$ cat config.mk
export PLATFORM = sky130hd
export DESIGN_NAME = sql_comment_stripper
export DESIGN_NICKNAME = d
export VERILOG_FILES = /design/src/rtl/scs_pkg.sv /design/src/rtl/sql_comment_stripper.sv /design/src/rtl/scs_scanner.sv /design/src/rtl/scs_outq.sv
export VERILOG_INCLUDE_DIRS = /design/src /design/src/rtl
export SDC_FILE = /design/constraint.sdc
export NUM_CORES = 1
export LEC_CHECK = 0
export ABC_CLOCK_PERIOD_IN_PS = 4800
export BUFFER_PORTS_ARGS = -buffer_cell sky130_fd_sc_hd__buf_2
export CAP_MARGIN = 20
export CORE_MARGIN = 1.5
export CORE_UTILIZATION = 40
export CTS_CLUSTER_DIAMETER = 120
export DETAILED_ROUTE_END_ITERATION = 12
export GPL_TIMING_DRIVEN = 0
export PLACE_DENSITY = 0.59
export SYNTH_ARGS = -nofsm -noshare
export SYNTH_HDL_FRONTEND = slang
export SYNTH_HIERARCHICAL = 1
export SYNTH_SLANG_ARGS = --single-unit
$ cat constraint.sdc
create_clock -name clk -period 4.8 [get_ports clk]
set_clock_uncertainty 0.15 [all_clocks]
set_input_delay 0.72 -clock clk [delete_from_list [all_inputs] [get_ports clk]]
set_output_delay 0.72 -clock clk [all_outputs]
set_load 0.005 [all_outputs]
$ cat src/rtl/assert_macros.svh
// ---------------------------------------------------------------------------
// Assertion macros
// Shared concurrent assertion forms, reset-qualified.
// ---------------------------------------------------------------------------
`ifndef ASSERT_MACROS_SVH
`define ASSERT_MACROS_SVH

// Same-cycle implication
`define ASSERT_IMPL(lbl, clk, rstn, ante, cons, msg) \
  lbl: assert property (@(posedge clk) disable iff (!(rstn)) (ante) |-> (cons)) \
    else $error(msg);

// Next-cycle implication
`define ASSERT_NEXT(lbl, clk, rstn, ante, cons, msg) \
  lbl: assert property (@(posedge clk) disable iff (!(rstn)) (ante) |=> (cons)) \
    else $error(msg);

`endif

$ cat src/rtl/scs_pkg.sv
// ---------------------------------------------------------------------------
// SQL comment stripper package
// Character codes, result beat type, queue sizing and status struct.
// ---------------------------------------------------------------------------
package scs_pkg;

  localparam logic [7:0] CH_SLASH = 8'h2F;
  localparam logic [7:0] CH_STAR  = 8'h2A;
  localparam logic [7:0] CH_HASH  = 8'h23;
  localparam logic [7:0] CH_DASH  = 8'h2D;
  localparam logic [7:0] CH_NL    = 8'h0A;

  // Most results one character can cause
  localparam int MAX_RES = 2;
  localparam int PUSH_W  = $clog2(MAX_RES + 1);

  // Result queue
  localparam int Q_DEPTH = 4;
  localparam int Q_PTR_W = $clog2(Q_DEPTH);
  localparam int Q_CNT_W = $clog2(Q_DEPTH + 1);

  typedef enum logic [2:0] {
    MODE_NORMAL     = 3'd0,
    MODE_HELD_SLASH = 3'd1,
    MODE_HELD_DASH  = 3'd2,
    MODE_BLOCK      = 3'd3,
    MODE_BLOCK_STAR = 3'd4,
    MODE_BLOCK_SLSH = 3'd5,
    MODE_LINE       = 3'd6
  } mode_t;

  typedef struct packed {
    logic [7:0] chr;
    logic       valid;
    logic       last;
  } res_t;

  typedef struct packed {
    logic [Q_CNT_W-1:0] count;
    logic               has_room;
  } q_stat_t;

endpackage

$ cat src/rtl/sql_comment_stripper.sv
// ---------------------------------------------------------------------------
// SQL comment stripper
// Drops block and line comments from a query byte stream.
//
//   channel | direction | handshake              | payload
//   in      | input     | in_valid / in_stall    | in_char, in_last
//   out     | output    | out_beat_valid / out_stall | out_char, out_valid, out_last
//
// One character is taken per cycle while in_stall is low; its beats, if any, enter the registered result queue.
// With the output free the four-entry queue gains an entry per two-beat
// character and loses one per character that yields nothing; input stalls
// whenever three or more entries are held (fewer than two free).
// Synchronous active-low reset returns the scanner to plain text, queue empty.
// Output stall backs up through the queue to in_stall; no beat is dropped.
// ---------------------------------------------------------------------------
`include "assert_macros.svh"

module sql_comment_stripper (
  input  logic       clk,
  input  logic       rst_n,
  input  logic       in_valid,
  output logic       in_stall,
  input  logic [7:0] in_char,
  input  logic       in_last,
  output logic       out_beat_valid,
  input  logic       out_stall,
  output logic [7:0] out_char,
  output logic       out_valid,
  output logic       out_last
);
  import scs_pkg::*;

  logic              in_acc;
  logic              out_acc;
  logic [PUSH_W-1:0] scan_push;
  logic [PUSH_W-1:0] q_push;
  res_t              scan_r0, scan_r1;
  res_t              q_head;
  q_stat_t           q_stat;

  assign in_stall = !q_stat.has_room;
  assign in_acc   = in_valid && !in_stall;
  assign out_acc  = out_beat_valid && !out_stall;
  assign q_push   = in_acc ? scan_push : '0;

  scs_scanner u_scanner (
    .clk    (clk),
    .rst_n  (rst_n),
    .accept (in_acc),
    .chr    (in_char),
    .last   (in_last),
    .push_n (scan_push),
    .res0   (scan_r0),
    .res1   (scan_r1)
  );

  scs_outq u_outq (
    .clk      (clk),
    .rst_n    (rst_n),
    .push_n   (q_push),
    .res0     (scan_r0),
    .res1     (scan_r1),
    .pop      (out_acc),
    .head     (q_head),
    .nonempty (out_beat_valid),
    .stat     (q_stat)
  );

  assign out_char  = q_head.chr;
  assign out_valid = q_head.valid;
  assign out_last  = q_head.last;

  `ASSERT_IMPL(a_bare_is_end, clk, rst_n, out_beat_valid && !out_valid,
               out_last && out_char == 8'h00, "bare beat without end mark")
  `ASSERT_NEXT(a_last_gives_beat, clk, rst_n, in_acc && in_last, out_beat_valid,
               "end of query produced no beat")
  `ASSERT_IMPL(a_no_overflow, clk, rst_n, 1'b1, q_stat.count <= Q_CNT_W'(Q_DEPTH),
               "result queue overflow")

endmodule

$ cat src/rtl/scs_scanner.sv
// ---------------------------------------------------------------------------
// Comment scanner
// Holds the scan mode and turns each character into zero to two result beats.
// ---------------------------------------------------------------------------
module scs_scanner (
  input  logic                         clk,
  input  logic                         rst_n,
  input  logic                         accept,
  input  logic [7:0]                   chr,
  input  logic                         last,
  output logic [scs_pkg::PUSH_W-1:0]   push_n,
  output scs_pkg::res_t                res0,
  output scs_pkg::res_t                res1
);
  import scs_pkg::*;

  mode_t mode_r, mode_nxt;
  mode_t m_pre;
  mode_t nc_mode;

  logic       nc_en;
  logic       a_v, b_v, c_v;
  logic [7:0] a_c, c_c;
  logic [1:0] cnt;
  res_t       r0, r1;

  // Plain character in normal text
  always_comb begin
    case (chr)
      CH_SLASH: nc_mode = MODE_HELD_SLASH;
      CH_DASH:  nc_mode = MODE_HELD_DASH;
      CH_HASH:  nc_mode = MODE_LINE;
      default:  nc_mode = MODE_NORMAL;
    endcase
  end

  always_comb begin
    nc_en = 1'b0;
    a_v   = 1'b0;
    a_c   = CH_SLASH;
    m_pre = MODE_NORMAL;
    case (mode_r)
      MODE_HELD_SLASH: begin
        if (chr == CH_STAR) begin
          m_pre = MODE_BLOCK;
        end else begin
          a_v   = 1'b1;
          a_c   = CH_SLASH;
          nc_en = 1'b1;
        end
      end
      MODE_HELD_DASH: begin
        if (chr == CH_DASH) begin
          m_pre = MODE_LINE;
        end else begin
          a_v   = 1'b1;
          a_c   = CH_DASH;
          nc_en = 1'b1;
        end
      end
      MODE_BLOCK, MODE_BLOCK_STAR, MODE_BLOCK_SLSH: begin
        if (mode_r == MODE_BLOCK_STAR && chr == CH_SLASH) begin
          m_pre = MODE_NORMAL;
        end else if (mode_r == MODE_BLOCK_SLSH && chr == CH_STAR) begin
          // slash-star inside a comment is eaten whole
          m_pre = MODE_BLOCK;
        end else if (chr == CH_SLASH) begin
          m_pre = MODE_BLOCK_SLSH;
        end else if (chr == CH_STAR) begin
          m_pre = MODE_BLOCK_STAR;
        end else begin
          m_pre = MODE_BLOCK;
        end
      end
      MODE_LINE: begin
        m_pre = (chr == CH_NL) ? MODE_NORMAL : MODE_LINE;
      end
      default: begin
        nc_en = 1'b1;
      end
    endcase
    if (nc_en) begin
      m_pre = nc_mode;
    end
  end

  // Emit candidates in order: flushed held char, plain char, end-of-query flush
  assign b_v = nc_en && (nc_mode == MODE_NORMAL);
  assign c_v = last && ((m_pre == MODE_HELD_SLASH) || (m_pre == MODE_HELD_DASH));
  assign c_c = (m_pre == MODE_HELD_SLASH) ? CH_SLASH : CH_DASH;
  assign cnt = 2'({1'b0, a_v}) + 2'({1'b0, b_v}) + 2'({1'b0, c_v});

  always_comb begin
    r0 = '0;
    r1 = '0;
    if (a_v) begin
      r0 = '{chr: a_c, valid: 1'b1, last: 1'b0};
      if (b_v) begin
        r1 = '{chr: chr, valid: 1'b1, last: 1'b0};
      end else begin
        r1 = '{chr: c_c, valid: 1'b1, last: 1'b0};
      end
    end else if (b_v) begin
      r0 = '{chr: chr, valid: 1'b1, last: 1'b0};
      r1 = '{chr: c_c, valid: 1'b1, last: 1'b0};
    end else if (c_v) begin
      r0 = '{chr: c_c, valid: 1'b1, last: 1'b0};
    end
    // Mark the final beat of the query; bare marker when nothing else goes out
    if (last) begin
      if (cnt == 2'd2) begin
        r1.last = 1'b1;
      end else begin
        r0.last = 1'b1;
      end
    end
  end

  assign res0     = r0;
  assign res1     = r1;
  assign push_n   = (last && cnt == 2'd0) ? PUSH_W'(1) : PUSH_W'(cnt);
  assign mode_nxt = last ? MODE_NORMAL : m_pre;

  always_ff @(posedge clk) begin
    if (!rst_n) begin
      mode_r <= MODE_NORMAL;
    end else if (accept) begin
      mode_r <= mode_nxt;
    end
  end

endmodule

$ cat src/rtl/scs_outq.sv
// ---------------------------------------------------------------------------
// Result queue
// Small circular queue taking up to two beats a cycle and giving one.
// ---------------------------------------------------------------------------
module scs_outq (
  input  logic                         clk,
  input  logic                         rst_n,
  input  logic [scs_pkg::PUSH_W-1:0]   push_n,
  input  scs_pkg::res_t                res0,
  input  scs_pkg::res_t                res1,
  input  logic                         pop,
  output scs_pkg::res_t                head,
  output logic                         nonempty,
  output scs_pkg::q_stat_t             stat
);
  import scs_pkg::*;

  res_t               mem [Q_DEPTH];
  logic [Q_PTR_W-1:0] wr_ptr_r, wr_ptr_nxt;
  logic [Q_PTR_W-1:0] rd_ptr_r, rd_ptr_nxt;
  logic [Q_CNT_W-1:0] count_r, count_nxt;

  assign wr_ptr_nxt = wr_ptr_r + Q_PTR_W'(push_n);
  assign rd_ptr_nxt = rd_ptr_r + Q_PTR_W'(pop);
  assign count_nxt  = count_r + Q_CNT_W'(push_n) - Q_CNT_W'(pop);

  always_ff @(posedge clk) begin
    if (!rst_n) begin
      wr_ptr_r <= '0;
      rd_ptr_r <= '0;
      count_r  <= '0;
    end else begin
      wr_ptr_r <= wr_ptr_nxt;
      rd_ptr_r <= rd_ptr_nxt;
      count_r  <= count_nxt;
    end
  end

  always_ff @(posedge clk) begin
    if (push_n != '0) begin
      mem[wr_ptr_r] <= res0;
    end
    if (push_n > PUSH_W'(1)) begin
      mem[wr_ptr_r + Q_PTR_W'(1)] <= res1;
    end
  end

  assign head          = mem[rd_ptr_r];
  assign nonempty      = (count_r != '0);
  assign stat.count    = count_r;
  // Room for a worst-case character
  assign stat.has_room = (count_r <= Q_CNT_W'(Q_DEPTH - MAX_RES));

endmodule

==> qor.csv, run 1 <==
metric,value,unit
post-synth top area cell,edfxtp_1,
root buf cell,clkbuf_8,
Hold Path End,u_scanner/mode_r[1],
post-layout min period,4.49,ns
setup violation total in the final timing report,0,
CTS Sinks,50,
number of buffers added for setup after CTS,0,
total power divided by cell area,320,mW/mm^2
via count of the routed design,2146,
synth cell count leaders,"edfxtp_1 (40), mux2_4 (28), nand2_1 (16)",
number of global-route vias before repair,2161,
H-tree level count,2,
result of the run,"complete, no violations",
wire length of the first global-routing pass,11500,um
max-slew headroom at the worst pin,0.321,
number of instances in the synthesized netlist,263,
proportion of netlist area held by the largest area contributor,0.354,
row cnt,33,
Slew @ Worst Pin,1.01,ns
area enclosed by the die boundary,0.00904,sq mm
final total power,1210,uW
number of buffers created by CTS,5,
global routing usage summed across all routing layers,0.170,
number of routed nets with antenna violations,0,
critical hold path startpoint,u_scanner/mode_r[1],
ports placed on the boundary,25,
"Warnings, synthesis",6,
number of library cell types mapped by synthesis,57,
worst reg2reg startpoint,u_scanner/mode_r[0],
antenna violations before repair,0,
HPWL after detailed placement,5140,um
Worst Hold Depth,2,
unrepaired setup endpoints after global routing,no,
die span in x,95.1,um
antenna fix cells,0,
post-route insts no fill,401,
total standard cell area after synthesis,0.00339,sq mm
hold buffers post-CTS,0,
synthesized netlist net count,283,
number of storage elements in the synthesis netlist,50,
fin crit share,0.936,
dominant cells by area after synthesis,"edfxtp_1 (35%), mux2_4 (12%), mux4_2 (6.6%)",
most instantiated flip-flop cell in the synthesis netlist,edfxtp_1,
PostCTS Resize Cnt,0,
Fillers,760,
Core Box Area,0.00822,sq mm
count of final max-slew check failures,0,
beginning of the critical path,in_char[4],
Initial Util,0.413,
DRC errors left,0,
weighted congestion reported at the end of routability-driven placement,0.870,
critical path endpoint category,flip-flop,
total length of routed wires,7050,um
Critical R2R Capture,u_outq/mem[3][6],
sequential element share of the synthesized area,0.413,
path class of the lowest-slack min-delay path,flip-flop to flip-flop,
clock-pin slew of the registers on the worst-case setup and hold paths,0.10,ns
critical path class,input pin to flip-flop,
maximum number of pins on one net before global-route repair,17,
most common cell in the synthesized netlist,edfxtp_1,
average wire per cell in the routed design,17.6,um
async set-reset flop share out of synthesis,0,
1st-iter DRT viols,128,
Crit path required time,4.58,ns
cell count of the worst reg-to-reg path,10,
maximum clock rate,223,MHz
"EDFF count, synth",40,
Startpoint Class,input pin,
mean number of vias per cell,5.35,
worst setup slack before clock tree synthesis,-0.0694,ns
layout cells sized above 1,0.389,
IR Drop Worst-Case VDD,0.144,mV
layout overhead on the synthesized area,11.2,%
y dimension of the die,95.1,um
clock insertion delay at the later pin of the skew report,0.31,ns
highest net fanout along the worst path,10,
core occupancy in the finished layout,0.459,
number of maximum-capacitance violations,0,
total number of nets in the final design,315,
"buffers from clock root to sink, at most",2,
grt ovf,0,
P_leak,0.00150,uW
Mapped Avg Cell Area,12.9,sq um
worst path setup slack after routing,0.306,ns
Worst EP arrival,4.27,ns
number of failing hold endpoints at the final stage,0,
placed cell count,392,
slack of the worst reg-to-reg path,0.65,ns
port buffer count,22,
TritonRoute pass-1 iters,4,
clock tree from TritonCTS,yes,
critical path, cell delays in order:
cell and delay (ns):
buf_2 0.13, or4b_4 0.59, a2111oi_4 0.36, a311oi_1 0.13
a311o_1 0.38, a31o_4 0.27, fa_1 0.47, nand2_1 0.08
and3_1 0.25, a21oi_1 0.11, nor2_1 0.78
metrics by stage:
| step | hold slack (ns) | instance area, sq um | setup TNS (ns) |
|---|---|---|---|
| floorplan | 0.363 | 3390 | 0 |
| global placement | 0.414 | 3630 | -12.96 |
| detailed placement | 0.421 | 3650 | -1.21 |
| CTS | 0.439 | 3760 | 0 |
| global route | 0.475 | 3770 | 0 |
| finish | 0.440 | 3770 | 0 |
area by class of cell:
class / instances / area (sq um) / area share
tap: 105 / 131 / 0.0348
buffer: 16 / 169 / 0.0448
multi-input combinational: 183 / 1770 / 0.469
clock buffer: 6 / 93.8 / 0.0249
clock inverter: 2 / 13.8 / 0.00365
timing repair buffer: 25 / 140 / 0.0372
sequential: 50 / 1400 / 0.372
inverter: 14 / 52.6 / 0.0139
worst max path at each step:
stage | depth (start not counted) | slack (ns) | end
6_report | 11 | 0.31 | u_outq/mem[3][6]
5_1_grt | 11 | 0.1 | u_outq/mem[3][6]
4_1_cts | 11 | 0.24 | u_outq/mem[3][8]
3_5_place_dp | 11 | -0.07 | u_outq/mem[3][6]
3_3_place_gp | 11 | -0.61 | u_outq/mem[2][6]
2_1_floorplan | 11 | 0.41 | u_outq/mem[0][0]
state kept, by name, summed over array words and instances, names as in the netlist:
signal            count
u_outq/wr_ptr_r       2
u_scanner/mode_r      3
u_outq/mem           40
u_outq/count_r        3
u_outq/rd_ptr_r       2
layer usage:
| metal | GRT usage | vias to the layer above | part of all wire |
|---|---|---|---|
| met4 | 0.0448 | 0 | 0.011 |
| met1 | 0.217 | 1048 | 0.46 |
| met2 | 0.297 | 30 | 0.50 |
| met5 | 0 | - | 0 |
| li1 | - | 1063 | - |
| met3 | 0.0263 | 5 | 0.025 |
power breakdown:
| group | total (uW) | internal [uW] | switching (uW) |
|---|---|---|---|
| logic | 359 | 198 | 161 |
| clock network | 292 | 136 | 156 |
| registers | 555 | 529 | 25.7 |
cells in the final DEF (no fill, tap or decap), types with 6 or more instances in the layout:
master    synthesis  layout
nand3_1           6       6
clkbuf_8          5      10
and2_1            6       6
nor2_1            8       8
mux2_4           28      28
mux2_2           12      12
and3_1            9       9
mux4_2           10      10
nand2_1          16      16
buf_2             2      24
nor2b_1           6       6
o21a_1            6       6
dfxtp_1          10      10
edfxtp_1         40      40
buf_6             7       9
inv_1            14      14
a21oi_1           8       8
logic make-up after synthesis:
kind of cell / count (synthesis) / share of synthesized area
AOI/OAI and AO/OA: 44 / 0.103
xor gates and xnor gates: 3 / 0.0159
adders and majority gates: 7 / 0.0302
buffers and inverters: 30 / 0.0653
DFF: 50 / 0.413
muxes: 50 / 0.230
and+or+nand+nor: 79 / 0.142
Power figures use the tool's default switching activity.
==> run 2, diff against run 1 <==
--- a/config.mk
+++ b/config.mk
@@ -6,15 +6,17 @@
 export SDC_FILE = /design/constraint.sdc
 export NUM_CORES = 1
 export LEC_CHECK = 0
+export ABC_AREA = 1
 export ABC_CLOCK_PERIOD_IN_PS = 4800
 export BUFFER_PORTS_ARGS = -buffer_cell sky130_fd_sc_hd__buf_2
-export CAP_MARGIN = 20
+export CELL_PAD_IN_SITES_DETAIL_PLACEMENT = 1
+export CELL_PAD_IN_SITES_GLOBAL_PLACEMENT = 1
 export CORE_MARGIN = 1.5
 export CORE_UTILIZATION = 40
 export CTS_CLUSTER_DIAMETER = 120
 export DETAILED_ROUTE_END_ITERATION = 12
 export GPL_TIMING_DRIVEN = 0
-export PLACE_DENSITY = 0.59
+export PLACE_DENSITY = 0.74
 export SYNTH_ARGS = -nofsm -noshare
 export SYNTH_HDL_FRONTEND = slang
 export SYNTH_HIERARCHICAL = 1
==> qor.csv, run 2 <==
metric,value,unit,change
total length of routed wires,8440,um,was 7050 um
port buffer count,24,,was 22
Initial Util,0.421,,was 0.413
highest net fanout along the worst path,10,,unchanged
sequential element share of the synthesized area,0.424,,was 0.413
Crit-path slowest cell,o31ai_2,,was nor2_1
ports placed on the boundary,25,,unchanged
adder-cell area share of the yosys netlist,0.0310,,was 0.0302
Crit path max-delay family,simple AND/OR/NAND/NOR gates,,unchanged
synthesized netlist net count,444,,was 283
Fillers,998,,was 760
number of maximum-capacitance violations,0,,unchanged
number of library cell types mapped by synthesis,33,,was 57
number of buffers created by CTS,5,,unchanged
critical path class,input pin to flip-flop,,unchanged
number of storage elements in the synthesis netlist,50,,unchanged
total number of nets in the final design,477,,was 315
count of final max-slew check failures,0,,unchanged
fin crit share,0.899,,was 0.936
Slew @ Worst Pin,0.996,ns,was 1.01 ns
total standard cell area after synthesis,0.00331,sq mm,was 0.00339 sq mm
average wire per cell in the routed design,15.1,um,was 17.6 um
antenna fix cells,0,,unchanged
post-synth top area cell,edfxtp_1,,unchanged
hold buffers post-CTS,0,,unchanged
"EDFF count, synth",40,,unchanged
critical path endpoint category,flip-flop,,unchanged
die span in x,93.9,um,was 95.1 um
layout cells sized above 1,0.210,,was 0.389
number of failing hold endpoints at the final stage,0,,unchanged
result of the run,"complete, no violations",,unchanged
P_leak,0.00174,uW,was 0.00150 uW
H-tree level count,2,,unchanged
CTS Sinks,50,,unchanged
y dimension of the die,93.9,um,was 95.1 um
clock insertion delay at the later pin of the skew report,0.30,ns,was 0.31 ns
max-slew headroom at the worst pin,0.332,,was 0.321
PostCTS Resize Cnt,0,,unchanged
async set-reset flop share out of synthesis,0,,unchanged
wire length of the first global-routing pass,14300,um,was 11500 um
post-route insts no fill,560,,was 401
beginning of the critical path,in_char[7],,was in_char[4]
Crit path required time,4.58,ns,about the same
most common cell in the synthesized netlist,nand2_1,,was edfxtp_1
worst path setup slack after routing,0.484,ns,was 0.306 ns
Synth Area in XOR/XNOR,0.00530,,was 0.0159
most used cells in the layout excluding fill and tap cells,"nand2_1 (114), inv_1 (69), edfxtp_1 (40)",,"was edfxtp_1 (40), mux2_4 (28), buf_2 (24)"
ordered cell list for the critical path,"buf_2, inv_1, nand2_2, nor2_8, nand3_1, nand3_1, nand2_1, nor2_1, nand2_1, xnor2_1, nand3_1, fa_1, inv_1, inv_1, nor2_1, nor2_1, o31ai_2",,"was buf_2, or4b_4, a2111oi_4, a311oi_1, a311o_1, a31o_4, fa_1, nand2_1, and3_1, a21oi_1, nor2_1"
clock-pin slew of the registers on the worst-case setup and hold paths,0.09,ns,was 0.10 ns
worst reg2reg startpoint,u_scanner/mode_r[0],,unchanged
IR Drop Worst-Case VDD,0.107,mV,was 0.144 mV
most instantiated flip-flop cell in the synthesis netlist,edfxtp_1,,unchanged
row cnt,32,,was 33
number of global-route vias before repair,2921,,was 2161
1st-iter DRT viols,128,,unchanged
setup violation total in the final timing report,0,,unchanged
path class of the lowest-slack min-delay path,flip-flop to flip-flop,,unchanged
via count of the routed design,2826,,was 2146
final total power,1230,uW,was 1210 uW
Mapped Avg Cell Area,7.80,sq um,was 12.9 sq um
share of the synthesized area in compound gates (AO/OA/AOI/OAI),0.172,,was 0.103
worst setup slack before clock tree synthesis,0.127,ns,was -0.0694 ns
layout overhead on the synthesized area,11.4,%,was 11.2%
grt ovf,0,,unchanged
maximum cell stage delay along the critical path,0.84,ns,was 0.78 ns
summed area of non-filler cells in the final layout,0.00368,sq mm,was 0.00377 sq mm
global routing usage summed across all routing layers,0.209,,was 0.170
clock tree from TritonCTS,yes,,unchanged
total power divided by cell area,335,mW/mm^2,was 320 mW/mm^2
share of synthesized area spent on multiplexers,0,,was 0.230
dominant cells by area after synthesis,"edfxtp_1 (36%), nand2_1 (13%), inv_1 (7.8%)",,"was edfxtp_1 (35%), mux2_4 (12%), mux4_2 (6.6%)"
Worst EP arrival,4.10,ns,was 4.27 ns
core occupancy in the finished layout,0.469,,was 0.459
"buffers from clock root to sink, at most",2,,unchanged
WP buf/inv,4,,was 1
most frequent standard cell in the layout excluding fill and tap cells,nand2_1,,was edfxtp_1
number of buffers added for setup after CTS,0,,unchanged
"Warnings, synthesis",6,,unchanged
combinational family with the most area after synthesis,simple AND/OR/NAND/NOR gates,,was multiplexers
HPWL after detailed placement,6820,um,was 5140 um
total placed instance area,0.00359,sq mm,was 0.00365 sq mm
placed cell count,552,,was 392
area enclosed by the die boundary,0.00882,sq mm,was 0.00904 sq mm
maximum number of pins on one net before global-route repair,18,,was 17
critical hold path startpoint,u_scanner/mode_r[2],,was u_scanner/mode_r[1]
TritonRoute pass-1 iters,4,,unchanged
number of routed nets with antenna violations,0,,unchanged
register bank with the most flops,u_outq/mem,,unchanged
fraction of the mapped netlist area in simple logic gates,0.254,,was 0.142
root buf cell,clkbuf_8,,unchanged
unrepaired setup endpoints after global routing,no,,unchanged
number of flip-flops under the largest register name,40,,unchanged
mean number of vias per cell,5.05,,was 5.35
proportion of netlist area held by the largest area contributor,0.363,,was 0.354
number of instances in the synthesized netlist,424,,was 263
post-layout min period,4.32,ns,was 4.49 ns
maximum clock rate,232,MHz,was 223 MHz
Core Box Area,0.00785,sq mm,was 0.00822 sq mm
antenna violations before repair,0,,unchanged
synth cell count leaders,"nand2_1 (114), inv_1 (69), edfxtp_1 (40)",,"was edfxtp_1 (40), mux2_4 (28), nand2_1 (16)"
registers with the most flip-flops,"u_outq/mem: 40 flops, u_outq/count_r: 3 flops, u_scanner/mode_r: 3 flops",,unchanged
Startpoint Class,input pin,,unchanged
DRC errors left,0,,unchanged
weighted congestion reported at the end of routability-driven placement,0.788,,was 0.870
==> run 2: kinds of logic after synthesis <==
kind of cell    count (synthesis)
fa+ha+maj                       7
simple gates                  185
buf+inv                        88
compound gates                 92
flops                          50
xor+xnor                        2
==> run 2: path summary, 6_finish.rpt <==
path                            depth (start not counted)                  end  slack [ns]
worst min register to register                          2  u_scanner/mode_r[2]        0.37
worst max-delay path                                   17     u_outq/mem[2][0]        0.48
worst min-delay path                                    2  u_scanner/mode_r[2]        0.37
worst max register to register                         14     u_outq/mem[2][0]        0.67
==> run 2: tightest hold or removal path: stages, from the launching register on <==
cell and delay, ns:
dfxtp_1 0.35, nand2_1 0.07, a21oi_1 0.06
==> run 2: metrics by stage <==
stage	setup TNS [ns]	hold WS (ns)
5_1_grt	0	0.403
6_report	0	0.368
4_1_cts	0	0.373
2_1_floorplan	0	0.316
3_5_place_dp	0	0.355
3_3_place_gp	-8.02	0.340
==> run 2: layer usage <==
| metal | track usage | up-vias | part of all wire |
|---|---|---|---|
| met5 | 0 | - | 0 |
| met3 | 0.0202 | 9 | 0.018 |
| li1 | - | 1440 | - |
| met1 | 0.277 | 1340 | 0.49 |
| met2 | 0.364 | 37 | 0.48 |
| met4 | 0.0535 | 0 | 0.013 |
==> run 2: where the power goes <==
group          internal [uW]  total [uW]  switching [uW]
registers                533         563            30.5
logic                    157         411             254
clock network            105         258             153
total                    794        1230             438
==> run 2: layout make-up <==
class	count	area (sq um)	share of cell area
flip-flops and latches	50	1400	0.381
multi-input cells	286	1550	0.421
repair buffers	26	135	0.0367
clock inverters	3	23.8	0.00646
clock buffers	5	68.8	0.0187
plain buffers	15	103	0.0279
well taps	102	128	0.0347
inverters	73	274	0.0744
==> run 3, diff against run 2 <==
--- a/config.mk
+++ b/config.mk
@@ -17,6 +17,7 @@
 export DETAILED_ROUTE_END_ITERATION = 12
 export GPL_TIMING_DRIVEN = 0
 export PLACE_DENSITY = 0.74
+export REMOVE_ABC_BUFFERS = 1
 export SYNTH_ARGS = -nofsm -noshare
 export SYNTH_HDL_FRONTEND = slang
 export SYNTH_HIERARCHICAL = 1
==> qor.csv, run 3 (same netlist as run 2, synthesis figures left out) <==
metric,value,unit,change
area enclosed by the die boundary,0.00882,sq mm,unchanged
total length of routed wires,7780,um,was 8440 um
maximum cell stage delay along the critical path,0.54,ns,was 0.84 ns
layout cells sized above 1,0.191,,was 0.210
max-slew headroom at the worst pin,0.127,,was 0.332
antenna violations before repair,0,,unchanged
number of global-route vias before repair,2740,,was 2921
Crit-path slowest cell,nand3_2,,was o31ai_2
Crit path required time,4.67,ns,was 4.58 ns
highest net fanout along the worst path,21,,was 10
PostCTS Resize Cnt,0,,unchanged
Logic pwr share,0.293,,was 0.334
die span in x,93.9,um,unchanged
setup violation total in the final timing report,0,,unchanged
Fillers,1009,,was 998
clock-pin slew of the registers on the worst-case setup and hold paths,0.09,ns,about the same
global routing usage summed across all routing layers,0.193,,was 0.209
Clk network pwr share,0.204,,was 0.209
wire length of the first global-routing pass,13100,um,was 14300 um
critical path class,input pin to flip-flop,,unchanged
weighted congestion reported at the end of routability-driven placement,0.783,,was 0.788
number of maximum-capacitance violations,0,,unchanged
worst setup path end,u_outq/mem[0][2],,was u_outq/mem[2][0]
1st-iter DRT viols,96,,was 128
TritonRoute pass-1 iters,4,,unchanged
Startpoint Class,input pin,,unchanged
antenna fix cells,0,,unchanged
Worst EP arrival,4.18,ns,was 4.10 ns
number of buffers created by CTS,5,,unchanged
summed area of non-filler cells in the final layout,0.00359,sq mm,was 0.00368 sq mm
ports placed on the boundary,25,,unchanged
"buffers from clock root to sink, at most",2,,unchanged
layout overhead on the synthesized area,8.59,%,was 11.4%
worst path setup slack after routing,0.494,ns,was 0.484 ns
most frequent standard cell in the layout excluding fill and tap cells,nand2_1,,unchanged
Initial Util,0.421,,unchanged
worst reg2reg startpoint,u_scanner/mode_r[0],,unchanged
path class of the lowest-slack min-delay path,flip-flop to flip-flop,,unchanged
maximum clock rate,232,MHz,about the same
worst setup slack before clock tree synthesis,0.125,ns,was 0.127 ns
H-tree level count,2,,unchanged
P_leak,0.00169,uW,was 0.00174 uW
worst hold slack after final layout,0.362,ns,was 0.368 ns
Core Box Area,0.00785,sq mm,unchanged
most used cells in the layout excluding fill and tap cells,"nand2_1 (114), inv_1 (69), edfxtp_1 (40)",,unchanged
clock tree from TritonCTS,yes,,unchanged
internal power,784,uW,was 794 uW
registers with the most flip-flops,"u_outq/mem: 40 flops, u_outq/count_r: 3 flops, u_scanner/mode_r: 3 flops",,unchanged
ordered cell list for the critical path,"buf_2, inv_1, nand2_2, nor2_8, nand2_2, nand2_2, nand3_4, o21ai_1, xnor2_1, nand3_1, fa_1, inv_1, inv_1, nor2_1, nand3_2, o31ai_2, buf_4",,"was buf_2, inv_1, nand2_2, nor2_8, nand3_1, nand3_1, nand2_1, nor2_1, nand2_1, xnor2_1, nand3_1, fa_1, inv_1, inv_1, nor2_1, nor2_1, o31ai_2"
port buffer count,24,,unchanged
average wire per cell in the routed design,14.2,um,was 15.1 um
via count of the routed design,2768,,was 2826
number of failing hold endpoints at the final stage,0,,unchanged
number of routed nets with antenna violations,0,,unchanged
fin crit share,0.897,,was 0.899
Slew @ Worst Pin,1.31,ns,was 0.996 ns
Switch Pwr,424,uW,was 438 uW
total placed instance area,0.00351,sq mm,was 0.00359 sq mm
HPWL after detailed placement,5910,um,was 6820 um
grt ovf,0,,unchanged
DRC errors left,0,,unchanged
final setup TNS,0,ns,unchanged
mean number of vias per cell,5.06,,was 5.05
hold buffers post-CTS,0,,unchanged
clock insertion delay at the later pin of the skew report,0.31,ns,was 0.30 ns
y dimension of the die,93.9,um,unchanged
beginning of the critical path,in_char[7],,unchanged
critical path endpoint category,flip-flop,,unchanged
switching share of power,0.351,,was 0.356
unrepaired setup endpoints after global routing,no,,unchanged
cell count of the worst reg-to-reg path,15,,was 14
total power divided by cell area,336,mW/mm^2,was 335 mW/mm^2
register bank with the most flops,u_outq/mem,,unchanged
count of final max-slew check failures,0,,unchanged
total number of nets in the final design,464,,was 477
row cnt,32,,unchanged
CTS Sinks,50,,unchanged
Critical R2R Capture,u_outq/mem[0][2],,was u_outq/mem[2][0]
result of the run,"complete, no violations",,unchanged
placed cell count,539,,was 552
slack of the worst reg-to-reg path,0.66,ns,was 0.67 ns
post-layout min period,4.31,ns,was 4.32 ns
number of buffers added for setup after CTS,0,,unchanged
number of flip-flops under the largest register name,40,,unchanged
IR Drop Worst-Case VDD,0.137,mV,was 0.107 mV
root buf cell,clkbuf_8,,unchanged
maximum number of pins on one net before global-route repair,42,,was 18
post-route insts no fill,547,,was 560
sequential power share,0.503,,was 0.457
[run 3: changes by cell type in the layout (fill, tap and decap cells not counted)]
cell / previous run / this run
clkinv_1: 0 / 1
clkinvlp_4: 2 / 1
buf_1: 1 / 0
inv_6: 1 / 0
buf_4: 7 / 3
clkbuf_1: 2 / 0
clkinv_2: 0 / 1
buf_6: 3 / 1
buf_2: 28 / 24
[run 3: area by class of cell]
cell class / count / area (sq um) / share of cell area
multi-input cells: 286 / 1550 / 0.431
inverters: 73 / 274 / 0.0763
clock buffers: 5 / 68.8 / 0.0192
clock inverters: 3 / 16.3 / 0.00453
flip-flops and latches: 50 / 1400 / 0.390
repair buffers: 28 / 154 / 0.0429
well taps: 102 / 128 / 0.0355
[run 3: worst min-delay path by stage]
stage	startpoint	end	slack, ns	depth (start not counted)
2_1_floorplan	u_scanner/mode_r[2]	u_scanner/mode_r[2]	0.32	2
4_1_cts	u_scanner/mode_r[2]	u_scanner/mode_r[2]	0.37	2
3_5_place_dp	u_scanner/mode_r[2]	u_scanner/mode_r[2]	0.36	2
5_1_grt	u_scanner/mode_r[2]	u_scanner/mode_r[2]	0.40	2
6_report	u_scanner/mode_r[2]	u_scanner/mode_r[2]	0.36	2
3_3_place_gp	u_scanner/mode_r[2]	u_scanner/mode_r[2]	0.35	2
[run 3: stage by stage]
step | total power [uW] | utilization
final | 1210 | 0.458
after global routing | 1300 | 0.458
after CTS | 1220 | 0.458
after detailed placement | 980 | 0.447
after global placement | 948 | 0.440
after floorplan | 820 | -
[run 3: metal layers]
metal | part of all wire | wire length, um | GRT usage
met1 | 0.45 | 3470 | 0.226
met2 | 0.53 | 4100 | 0.362
met3 | 0.014 | 106 | 0.0267
met4 | 0.013 | 104 | 0.0622
met5 | 0 | 0 | 0
[run 3: power by group through the flow]
stage	clock network (uW)	registers, uW	logic, uW
2_1_floorplan	0	593	227
3_3_place_gp	0	615	333
3_5_place_dp	0	619	361
4_1_cts	252	609	363
5_1_grt	266	620	413
6_report	247	607	353
[run 3: critical path, delay by kind of cell]
| family | cells | cell delay, ns |
|---|---|---|
| AND/OR/NAND/NOR | 8 | 1.68 |
| buffers and inverters | 5 | 0.63 |
| AO/OA/AOI/OAI | 2 | 0.60 |
| adder cells (fa/ha/maj) | 1 | 0.38 |
| XOR/XNOR | 1 | 0.15 |
